$ cat config.mk
export PLATFORM = sky130hd
export DESIGN_NAME = indexed_sorted_char_list
export DESIGN_NICKNAME = d
export VERILOG_FILES = /design/src/design/isc_pkg.sv /design/src/design/isc_cell.sv /design/src/design/isc_ctrl.sv /design/src/design/indexed_sorted_char_list.sv
export VERILOG_INCLUDE_DIRS = /design/src /design/src/design
export SDC_FILE = /design/constraint.sdc
export NUM_CORES = 2
export LEC_CHECK = 0
export ABC_CLOCK_PERIOD_IN_PS = 12150
export BUFFER_PORTS_ARGS = -buffer_cell sky130_fd_sc_hd__buf_2
export CAP_MARGIN = 5
export CORE_AREA = 2 2 405 407
export CTS_CLUSTER_DIAMETER = 50
export CTS_CLUSTER_SIZE = 12
export DETAILED_ROUTE_END_ITERATION = 12
export DIE_AREA = 0 0 407 409
export SYNTH_ARGS = -nofsm -noshare
export SYNTH_HDL_FRONTEND = slang
export SYNTH_SLANG_ARGS = --single-unit
$ cat constraint.sdc
create_clock -name i_clk -period 12.15 [get_ports i_clk]
set_clock_uncertainty 0.15 [all_clocks]
set_input_delay 0.6075 -clock i_clk [delete_from_list [all_inputs] [get_ports i_clk]]
set_output_delay 0.6075 -clock i_clk [all_outputs]
set_load 0.02 [all_outputs]
$ cat src/design/indexed_sorted_char_list_defines.svh
// Assertion macros used by the list controller (isc_ctrl).
`ifndef INDEXED_SORTED_CHAR_LIST_DEFINES_SVH
`define INDEXED_SORTED_CHAR_LIST_DEFINES_SVH

`ifndef SYNTHESIS

`define ISC_ASSERT_IMP(label, clk, rst_n, ante, cons) \
    label: assert property (@(posedge clk) disable iff (!(rst_n)) (ante) |-> (cons)) \
        else $error("isc assertion failed");

`define ISC_ASSERT_NXT(label, clk, rst_n, ante, cons) \
    label: assert property (@(posedge clk) disable iff (!(rst_n)) (ante) |=> (cons)) \
        else $error("isc assertion failed");

`else

`define ISC_ASSERT_IMP(label, clk, rst_n, ante, cons)

`define ISC_ASSERT_NXT(label, clk, rst_n, ante, cons)

`endif

`endif

$ cat src/design/isc_pkg.sv
package isc_pkg;

    localparam int DATA_W   = 8;
    localparam int CMD_W    = 3;
    localparam int STATUS_W = 2;

    typedef enum logic [CMD_W-1:0] {
        CMD_READ_AT         = 3'd0,
        CMD_INSERT_AT       = 3'd1,
        CMD_INSERT_IN_ORDER = 3'd2,
        CMD_REMOVE_AT       = 3'd3,
        CMD_REPLACE_AT      = 3'd4,
        CMD_CLEAR           = 3'd5
    } t_command;

    localparam logic [STATUS_W-1:0] STATUS_OK    = 2'd0;
    localparam logic [STATUS_W-1:0] STATUS_RANGE = 2'd1;
    localparam logic [STATUS_W-1:0] STATUS_FULL  = 2'd2;

    typedef enum logic [1:0] {
        S_IDLE,
        S_DECIDE,
        S_SCAN
    } t_state;

    typedef enum logic [1:0] {
        CELL_HOLD,
        CELL_SHIFT_UP,
        CELL_SHIFT_DOWN,
        CELL_WRITE
    } t_cell_op;

    typedef struct packed {
        t_cell_op                 op;
        logic signed [DATA_W-1:0] value;
        logic                     is_order;
    } t_cell_ctl;

    typedef struct packed {
        logic                     valid;
        logic                     found;
        logic signed [DATA_W-1:0] rd;
    } t_wave;

endpackage

$ cat src/design/isc_cell.sv
module isc_cell
    import isc_pkg::*;
#(
    parameter int CAPACITY = 64,
    parameter int IDX      = 0,
    localparam int PW      = $clog2(CAPACITY + 1)
) (
    input  logic                     i_clk,
    input  logic                     i_rst_n,
    input  t_cell_ctl                i_ctl,
    input  logic [PW-1:0]            i_at,
    input  logic [PW-1:0]            i_count,
    input  logic signed [DATA_W-1:0] i_left_data,
    input  logic signed [DATA_W-1:0] i_right_data,
    output logic signed [DATA_W-1:0] o_data,
    input  t_wave                    i_wave,
    input  logic [PW-1:0]            i_wave_pos,
    output t_wave                    o_wave,
    output logic [PW-1:0]            o_wave_pos
);

    localparam logic [PW-1:0] IDX_W = PW'(IDX);

    logic signed [DATA_W-1:0] r_data;
    logic signed [DATA_W-1:0] n_data;
    t_wave                    r_wave;
    t_wave                    n_wave;
    logic [PW-1:0]            r_wave_pos;
    logic [PW-1:0]            n_wave_pos;
    logic                     w_gt;

    assign w_gt = (IDX_W < i_count) && ($signed(r_data) > $signed(i_ctl.value));

    always_comb begin
        n_data = r_data;
        case (i_ctl.op)
            CELL_SHIFT_UP: begin
                if (IDX_W > i_at) begin
                    n_data = i_left_data;
                end else if (IDX_W == i_at) begin
                    n_data = i_ctl.value;
                end
            end
            CELL_SHIFT_DOWN: begin
                if (IDX_W >= i_at) begin
                    n_data = i_right_data;
                end
            end
            CELL_WRITE: begin
                if (IDX_W == i_at) begin
                    n_data = i_ctl.value;
                end
            end
            default: begin
                n_data = r_data;
            end
        endcase
    end

    always_comb begin
        n_wave.valid = i_wave.valid;
        n_wave.found = i_wave.found | (i_ctl.is_order & w_gt);
        n_wave.rd    = (!i_ctl.is_order && (IDX_W == i_at)) ? r_data : i_wave.rd;
        n_wave_pos   = (i_ctl.is_order && w_gt && !i_wave.found) ? IDX_W : i_wave_pos;
    end

    always_ff @(posedge i_clk) begin
        r_data       <= n_data;
        r_wave.found <= n_wave.found;
        r_wave.rd    <= n_wave.rd;
        r_wave_pos   <= n_wave_pos;
        if (!i_rst_n) begin
            r_wave.valid <= 1'b0;
        end else begin
            r_wave.valid <= n_wave.valid;
        end
    end

    assign o_data     = r_data;
    assign o_wave     = r_wave;
    assign o_wave_pos = r_wave_pos;

endmodule

$ cat src/design/isc_ctrl.sv
`include "indexed_sorted_char_list_defines.svh"

module isc_ctrl
    import isc_pkg::*;
#(
    parameter int CAPACITY = 64,
    localparam int PW      = $clog2(CAPACITY + 1)
) (
    input  logic                     i_clk,
    input  logic                     i_rst_n,
    input  logic                     i_start,
    input  logic [CMD_W-1:0]         i_command,
    input  logic [PW-1:0]            i_position,
    input  logic signed [DATA_W-1:0] i_value,
    output logic                     o_busy,
    output t_cell_ctl                o_ctl,
    output logic [PW-1:0]            o_at,
    output logic [PW-1:0]            o_count,
    output t_wave                    o_wave,
    output logic [PW-1:0]            o_wave_pos,
    input  t_wave                    i_wave,
    input  logic [PW-1:0]            i_wave_pos,
    output logic                     o_valid,
    output logic [STATUS_W-1:0]      o_status,
    output logic signed [DATA_W-1:0] o_read_byte,
    output logic [PW-1:0]            o_used_position,
    output logic [PW-1:0]            o_res_count,
    output logic                     o_empty_res
);

    localparam logic [PW-1:0] CAP_W = PW'(CAPACITY);

    t_state                   r_state;
    t_state                   n_state;
    t_command                 r_cmd;
    logic [PW-1:0]            r_pos;
    logic signed [DATA_W-1:0] r_val;
    logic [PW-1:0]            r_count;
    logic [PW-1:0]            n_count;
    logic                     r_valid;
    logic [STATUS_W-1:0]      r_status;
    logic signed [DATA_W-1:0] r_rd;
    logic [PW-1:0]            r_used;
    logic [PW-1:0]            r_res_count;

    logic                     w_need_scan;
    logic                     w_launch;
    logic                     w_fire;
    logic [STATUS_W-1:0]      w_status;
    logic signed [DATA_W-1:0] w_rd;
    logic [PW-1:0]            w_used;

    assign w_need_scan = ((r_cmd == CMD_READ_AT) && (r_pos < r_count)) ||
                         ((r_cmd == CMD_INSERT_IN_ORDER) && (r_count != CAP_W));

    always_comb begin
        n_state = r_state;
        unique case (r_state)
            S_IDLE: begin
                if (i_start) begin
                    n_state = S_DECIDE;
                end
            end
            S_DECIDE: begin
                n_state = w_need_scan ? S_SCAN : S_IDLE;
            end
            S_SCAN: begin
                if (i_wave.valid) begin
                    n_state = S_IDLE;
                end
            end
            default: begin
                n_state = S_IDLE;
            end
        endcase
    end

    always_comb begin
        o_ctl.op       = CELL_HOLD;
        o_ctl.value    = r_val;
        o_ctl.is_order = (r_cmd == CMD_INSERT_IN_ORDER);
        o_at           = r_pos;
        w_launch       = 1'b0;
        w_fire         = 1'b0;
        w_status       = STATUS_OK;
        w_rd           = '0;
        w_used         = '0;
        n_count        = r_count;
        unique case (r_state)
            S_DECIDE: begin
                unique case (r_cmd)
                    CMD_READ_AT: begin
                        if (r_pos < r_count) begin
                            w_launch = 1'b1;
                        end else begin
                            w_fire   = 1'b1;
                            w_status = STATUS_RANGE;
                        end
                    end
                    CMD_INSERT_AT: begin
                        w_fire = 1'b1;
                        if (r_pos > r_count) begin
                            w_status = STATUS_RANGE;
                        end else if (r_count == CAP_W) begin
                            w_status = STATUS_FULL;
                        end else begin
                            o_ctl.op = CELL_SHIFT_UP;
                            w_used   = r_pos;
                            n_count  = r_count + PW'(1);
                        end
                    end
                    CMD_INSERT_IN_ORDER: begin
                        if (r_count == CAP_W) begin
                            w_fire   = 1'b1;
                            w_status = STATUS_FULL;
                        end else begin
                            w_launch = 1'b1;
                        end
                    end
                    CMD_REMOVE_AT: begin
                        w_fire = 1'b1;
                        if (r_pos < r_count) begin
                            o_ctl.op = CELL_SHIFT_DOWN;
                            w_used   = r_pos;
                            n_count  = r_count - PW'(1);
                        end else begin
                            w_status = STATUS_RANGE;
                        end
                    end
                    CMD_REPLACE_AT: begin
                        w_fire = 1'b1;
                        if (r_pos < r_count) begin
                            o_ctl.op = CELL_WRITE;
                            w_used   = r_pos;
                        end else begin
                            w_status = STATUS_RANGE;
                        end
                    end
                    CMD_CLEAR: begin
                        w_fire  = 1'b1;
                        n_count = '0;
                    end
                    default: begin
                        w_fire = 1'b1;
                    end
                endcase
            end
            S_SCAN: begin
                if (i_wave.valid) begin
                    w_fire = 1'b1;
                    if (r_cmd == CMD_INSERT_IN_ORDER) begin
                        o_ctl.op = CELL_SHIFT_UP;
                        o_at     = i_wave_pos;
                        w_used   = i_wave_pos;
                        n_count  = r_count + PW'(1);
                    end else begin
                        w_rd   = i_wave.rd;
                        w_used = r_pos;
                    end
                end
            end
            default: begin
                w_fire = 1'b0;
            end
        endcase
    end

    always_ff @(posedge i_clk) begin
        if (!i_rst_n) begin
            r_state <= S_IDLE;
            r_count <= '0;
            r_valid <= 1'b0;
        end else begin
            r_state <= n_state;
            r_count <= n_count;
            r_valid <= w_fire;
        end
    end

    always_ff @(posedge i_clk) begin
        if ((r_state == S_IDLE) && i_start) begin
            r_cmd <= t_command'(i_command);
            r_pos <= i_position;
            r_val <= i_value;
        end
        if (w_fire) begin
            r_status    <= w_status;
            r_rd        <= w_rd;
            r_used      <= w_used;
            r_res_count <= n_count;
        end
    end

    assign o_busy          = (r_state != S_IDLE);
    assign o_count         = r_count;
    assign o_wave.valid    = w_launch;
    assign o_wave.found    = 1'b0;
    assign o_wave.rd       = '0;
    assign o_wave_pos      = r_count;
    assign o_valid         = r_valid;
    assign o_status        = r_status;
    assign o_read_byte     = r_rd;
    assign o_used_position = r_used;
    assign o_res_count     = r_res_count;
    assign o_empty_res     = (r_res_count == '0);

    `ISC_ASSERT_IMP(a_count_in_bounds, i_clk, i_rst_n, 1'b1, r_count <= CAP_W)
    `ISC_ASSERT_IMP(a_wave_only_in_scan, i_clk, i_rst_n, i_wave.valid, r_state == S_SCAN)
    `ISC_ASSERT_IMP(a_full_means_full, i_clk, i_rst_n,
        o_valid && (o_status == STATUS_FULL), o_res_count == CAP_W)
    `ISC_ASSERT_NXT(a_accept_sets_busy, i_clk, i_rst_n, i_start && !o_busy, o_busy)

endmodule

$ cat src/design/indexed_sorted_char_list.sv
// Fixed-capacity list of signed bytes held in a row of cells, one entry per cell.
// A command is accepted when start is high and busy is low. Insert at an index,
// remove, replace, clear and every rejected command pass only the DECIDE state
// between accept and the next possible accept; read_at and insert_in_order also
// pass SCAN, as their lookup travels down the cell row one cell per clock before
// the result is given or the list is updated. Exactly one result follows each
// transaction: it is shown for a single cycle with o_valid high, starting at the
// same clock edge at which busy falls, and must be taken then, since the receiver
// cannot stall the block. Entries are not cleared at reset; only the count is.
module indexed_sorted_char_list
    import isc_pkg::*;
#(
    parameter int CAPACITY = 64,
    localparam int PW      = $clog2(CAPACITY + 1)
) (
    input  logic                     i_clk,
    input  logic                     i_rst_n,
    input  logic                     start,
    output logic                     busy,
    input  logic [CMD_W-1:0]         i_command,
    input  logic [PW-1:0]            i_position,
    input  logic signed [DATA_W-1:0] i_value,
    output logic                     o_valid,
    output logic [STATUS_W-1:0]      o_status,
    output logic signed [DATA_W-1:0] o_read_byte,
    output logic [PW-1:0]            o_used_position,
    output logic [PW-1:0]            o_count,
    output logic                     o_empty_res
);

    t_cell_ctl                w_ctl;
    logic [PW-1:0]            w_at;
    logic [PW-1:0]            w_cell_count;
    logic signed [DATA_W-1:0] w_data [CAPACITY];
    t_wave                    w_wave [CAPACITY+1];
    logic [PW-1:0]            w_wave_pos [CAPACITY+1];

    isc_ctrl #(
        .CAPACITY(CAPACITY)
    ) u_ctrl (
        .i_clk          (i_clk),
        .i_rst_n        (i_rst_n),
        .i_start        (start),
        .i_command      (i_command),
        .i_position     (i_position),
        .i_value        (i_value),
        .o_busy         (busy),
        .o_ctl          (w_ctl),
        .o_at           (w_at),
        .o_count        (w_cell_count),
        .o_wave         (w_wave[0]),
        .o_wave_pos     (w_wave_pos[0]),
        .i_wave         (w_wave[CAPACITY]),
        .i_wave_pos     (w_wave_pos[CAPACITY]),
        .o_valid        (o_valid),
        .o_status       (o_status),
        .o_read_byte    (o_read_byte),
        .o_used_position(o_used_position),
        .o_res_count    (o_count),
        .o_empty_res    (o_empty_res)
    );

    for (genvar g = 0; g < CAPACITY; g++) begin : g_cell
        logic signed [DATA_W-1:0] w_left;
        logic signed [DATA_W-1:0] w_right;

        if (g == 0) begin : g_first
            assign w_left = w_ctl.value;
        end else begin : g_mid_left
            assign w_left = w_data[g-1];
        end

        if (g == CAPACITY - 1) begin : g_last
            assign w_right = w_data[g];
        end else begin : g_mid_right
            assign w_right = w_data[g+1];
        end

        isc_cell #(
            .CAPACITY(CAPACITY),
            .IDX     (g)
        ) u_cell (
            .i_clk       (i_clk),
            .i_rst_n     (i_rst_n),
            .i_ctl       (w_ctl),
            .i_at        (w_at),
            .i_count     (w_cell_count),
            .i_left_data (w_left),
            .i_right_data(w_right),
            .o_data      (w_data[g]),
            .i_wave      (w_wave[g]),
            .i_wave_pos  (w_wave_pos[g]),
            .o_wave      (w_wave[g+1]),
            .o_wave_pos  (w_wave_pos[g+1])
        );
    end

endmodule
==> impl_metrics.tcl <==
set metrics [dict create \
    status "finished, final reports clean" \
    crit_path_start_kind "register" \
    critPathKind "register to register" \
    vias_per_cell 6.58 \
    grt_pass1_vias 60700 \
    wl_per_cell_um 30.7 \
    track_usage 0.349 \
    ys.flop_type "dfxtp_1" \
    cts_tree "done" \
    clock_path_buffers 3 \
    whs_endpoint "g_cell[61].u_cell.o_wave[9]" \
    fp.dieW_um 407 \
    tightest_slew_ns 1.37 \
    start_util 0.497 \
    period_share 0.504 \
    cp_slowest_cell "buf_4" \
    reg2reg_from "u_ctrl.o_count[4]" \
    min_period_ns 6.13 \
    synth_area_sq_um 80600 \
    finalHoldViolCount 0 \
    path_cells "clkinv_1, ha_1, a211o_1, a211o_1, nor3_4, buf_4, buf_4, buf_4, or2_0, o21ai_1" \
    dr.pass1.iters 8 \
    grt_max_degree 201 \
    drt_iter0_markers 8989 \
    antenna_found_initial 19 \
    pin_count 48 \
    crit_top_cell "buf_4" \
    rrSetupSlack_ns 6.02 \
    numPortBuffers 47 \
    hold_depth 3 \
    drive_above_1_share 0.158 \
    rr_endpoint "g_cell[26].u_cell.o_data[7]" \
    syn-num-nets 7888 \
    cts_buffers 185 \
    max_freq_ghz 0.163 \
    hold_ws_ns 0.228 \
    required_ns 12.59 \
    fin_ws_ns 6.02 \
    cp_num_buf_inv 4 \
    yosys_warnings 0 \
    die_h_um 409 \
    peakVddDrop_mv 0.157 \
    seq_area_frac_synth 0.479 \
    gp_routability_congestion 1.04 \
    arrival_ns 6.57 \
    hpwl_um 203000 \
    ys_types 111 \
    setup.worst_path.start "u_ctrl.o_count[4]" \
    mostFrequentLayoutCell "dfxtp_1" \
    synth-async-reset-ratio 0 \
    clkTransAtPathRegs_ns 0.06 \
    crit_family "buffers and inverters" \
    setup-tns-final_ns 0 \
    dieArea_sq_um 166000 \
    postRouteAntennaNets 0 \
    post_cts_buffers 0 \
    drc 0 \
    root_buffer "clkbuf_16" \
    setup_violations 0 \
    nets 7893 \
    grt_overflow 0 \
    insertion_delay_ns 0.85 \
    power_density_nw_per_um2 142 \
    crit_path_max_fanout 86 \
    rows 148 \
    core_area_sq_um 162000 \
    worstHoldStart "i_rst_n" \
    synth_edf_count 554 \
    p_leak_uw 0.0351 \
    syn_inst 7342 \
    area_growth_pct 10.8 \
    vias 63700 \
    layout_common_cells "1097 x dfxtp_1, 554 x edfxtp_1, 525 x ha_1" \
    ys_seq_elements 1651 \
    maxCapViolCount 0 \
    slew-limit-headroom 0.0847 \
    cts.sinks 1651 \
    crit_path_end_kind "register" \
    pre_cts_ws_ns 6.27 \
    syn_area_per_cell_sq_um 11.0 \
    finalWirelength_um 297000 \
    htreeDepth 4 \
    hold_class "input port to register" \
    rsz0062_at_grt "no" \
    report.final.slew_viol_count 0 \
    grt_pass1_wl_um 428000 \
    crit_path_max_incr_delay_ns 0.87 \
    worstRegToRegCells 10 \
]
## kinds of logic (layout without fill, tap and decap cells)
family / after synthesis / count (layout) / share of synthesized area
AO/OA/AOI/OAI: 1968 / 1968 / 0.165
adder cells (fa/ha/maj): 525 / 525 / 0.0815
buffers and inverters: 551 / 695 / 0.0295
AND/OR/NAND/NOR: 1731 / 1731 / 0.123
flip-flops: 1651 / 1651 / 0.479
multiplexers: 916 / 916 / 0.122
other: 0 / 7 / 0
## cell usage after synthesis (15+ instances only)
cell | n | area (sq um)
a211oi_1 | 45 | 338
a21o_1 | 53 | 398
a21oi_1 | 280 | 1400
a221o_1 | 83 | 831
a22oi_1 | 383 | 2880
a31oi_1 | 29 | 181
a32oi_1 | 30 | 263
and2_1 | 237 | 1480
and3_1 | 64 | 400
and4_1 | 44 | 385
buf_1 | 16 | 60.1
buf_2 | 103 | 515
buf_4 | 17 | 128
buf_6 | 15 | 169
clkbuf_1 | 231 | 867
dfxtp_1 | 1097 | 22000
edfxtp_1 | 554 | 16600
ha_1 | 525 | 6570
inv_1 | 162 | 608
mux2_2 | 506 | 5700
mux2i_1 | 410 | 4100
nand2_1 | 183 | 687
nand2b_1 | 175 | 1090
nand3_1 | 82 | 410
nand3b_1 | 25 | 188
nand4_1 | 88 | 551
nor2_1 | 309 | 1160
nor2b_1 | 81 | 507
nor3_1 | 157 | 786
nor3_2 | 23 | 230
nor3b_1 | 36 | 270
nor4_1 | 38 | 238
o2111ai_1 | 35 | 307
o211ai_1 | 70 | 526
o21a_1 | 90 | 676
o21ai_0 | 337 | 1690
o21ai_1 | 278 | 1390
o21ai_2 | 17 | 149
o21bai_1 | 16 | 120
o221ai_1 | 54 | 473
o22ai_1 | 15 | 93.8
or2_2 | 42 | 263
or3_1 | 34 | 213
## sequential cells by signal, indices dropped and copies added, names as in the netlist
name                      flops
u_ctrl.r_state                2
g_cell.u_cell.o_wave_pos    448
g_cell.u_cell.o_wave        639
u_ctrl.r_val                  8
u_ctrl.o_used_position        7
g_cell.u_cell.o_data        512
u_ctrl.r_pos                  7
u_ctrl.o_count                7
u_ctrl.r_cmd                  3
u_ctrl.o_status               2
u_ctrl.o_valid                1
u_ctrl.o_read_byte            8
u_ctrl.o_res_count            7
## worst min-delay path: stages
cell	delay (ns)
buf_2	0.09
buf_4	0.27
and2_1	0.21
## layer usage
| metal | track usage | vias up | part of all wire |
|---|---|---|---|
| met5 | 0 | - | 0.00027 |
| met2 | 0.505 | 3937 | 0.42 |
| li1 | - | 27900 | - |
| met4 | 0.164 | 12 | 0.054 |
| met1 | 0.485 | 30900 | 0.42 |
| met3 | 0.0895 | 902 | 0.11 |
## report_power, final
group	switching [uW]	leakage, uW	internal, uW	total (uW)
clock	2360	0.00288	3160	5520
combinational	656	0.0183	402	1060
sequential	122	0.0139	5960	6080
total	3130	0.0351	9520	12700
## layout make-up
cell class,instances,area [sq um]
Clock inverter,70,704
Timing Repair Buffer,204,1520
Sequential cell,1651,38600
Inverter,165,637
Fill cell,14000,72800
Multi-Input combinational cell,5140,39800
Tap cell,2175,2720
Clock buffer,256,5210
Antenna cell,7,17.5
## worst max-delay path by stage
| stage | slack, ns | end | cells past startpoint |
|---|---|---|---|
| 6_report | 6.02 | g_cell[26].u_cell.o_data[7] | 10 |
| 5_1_grt | 5.90 | g_cell[26].u_cell.o_data[2] | 10 |
| 4_1_cts | 6.24 | g_cell[24].u_cell.o_data[1] | 10 |
| 3_5_place_dp | 6.27 | g_cell[60].u_cell.o_data[4] | 10 |
| 3_3_place_gp | 6.43 | g_cell[60].u_cell.o_data[0] | 10 |
| 2_1_floorplan | 7.29 | g_cell[1].u_cell.o_wave_pos[0] | 10 |
## what timing repair did
action,in CTS,in global routing
hold endpoints to repair,19,0
gates resized for setup,0,0
hold buffers,19,0
## through the flow
step | cells | util | instance area [sq um] | power [uW]
3_5_place_dp | 9314 | 0.513 | 83100 | 7200
5_1_grt | 9661 | 0.551 | 89200 | 13000
3_3_place_gp | 9314 | 0.513 | 83100 | 7190
2_1_floorplan | 7342 | - | 80600 | 6810
6_report | 9668 | 0.551 | 89200 | 12700
4_1_cts | 9659 | 0.551 | 89200 | 12700
No activity file was read; power rests on OpenSTA's default activity.
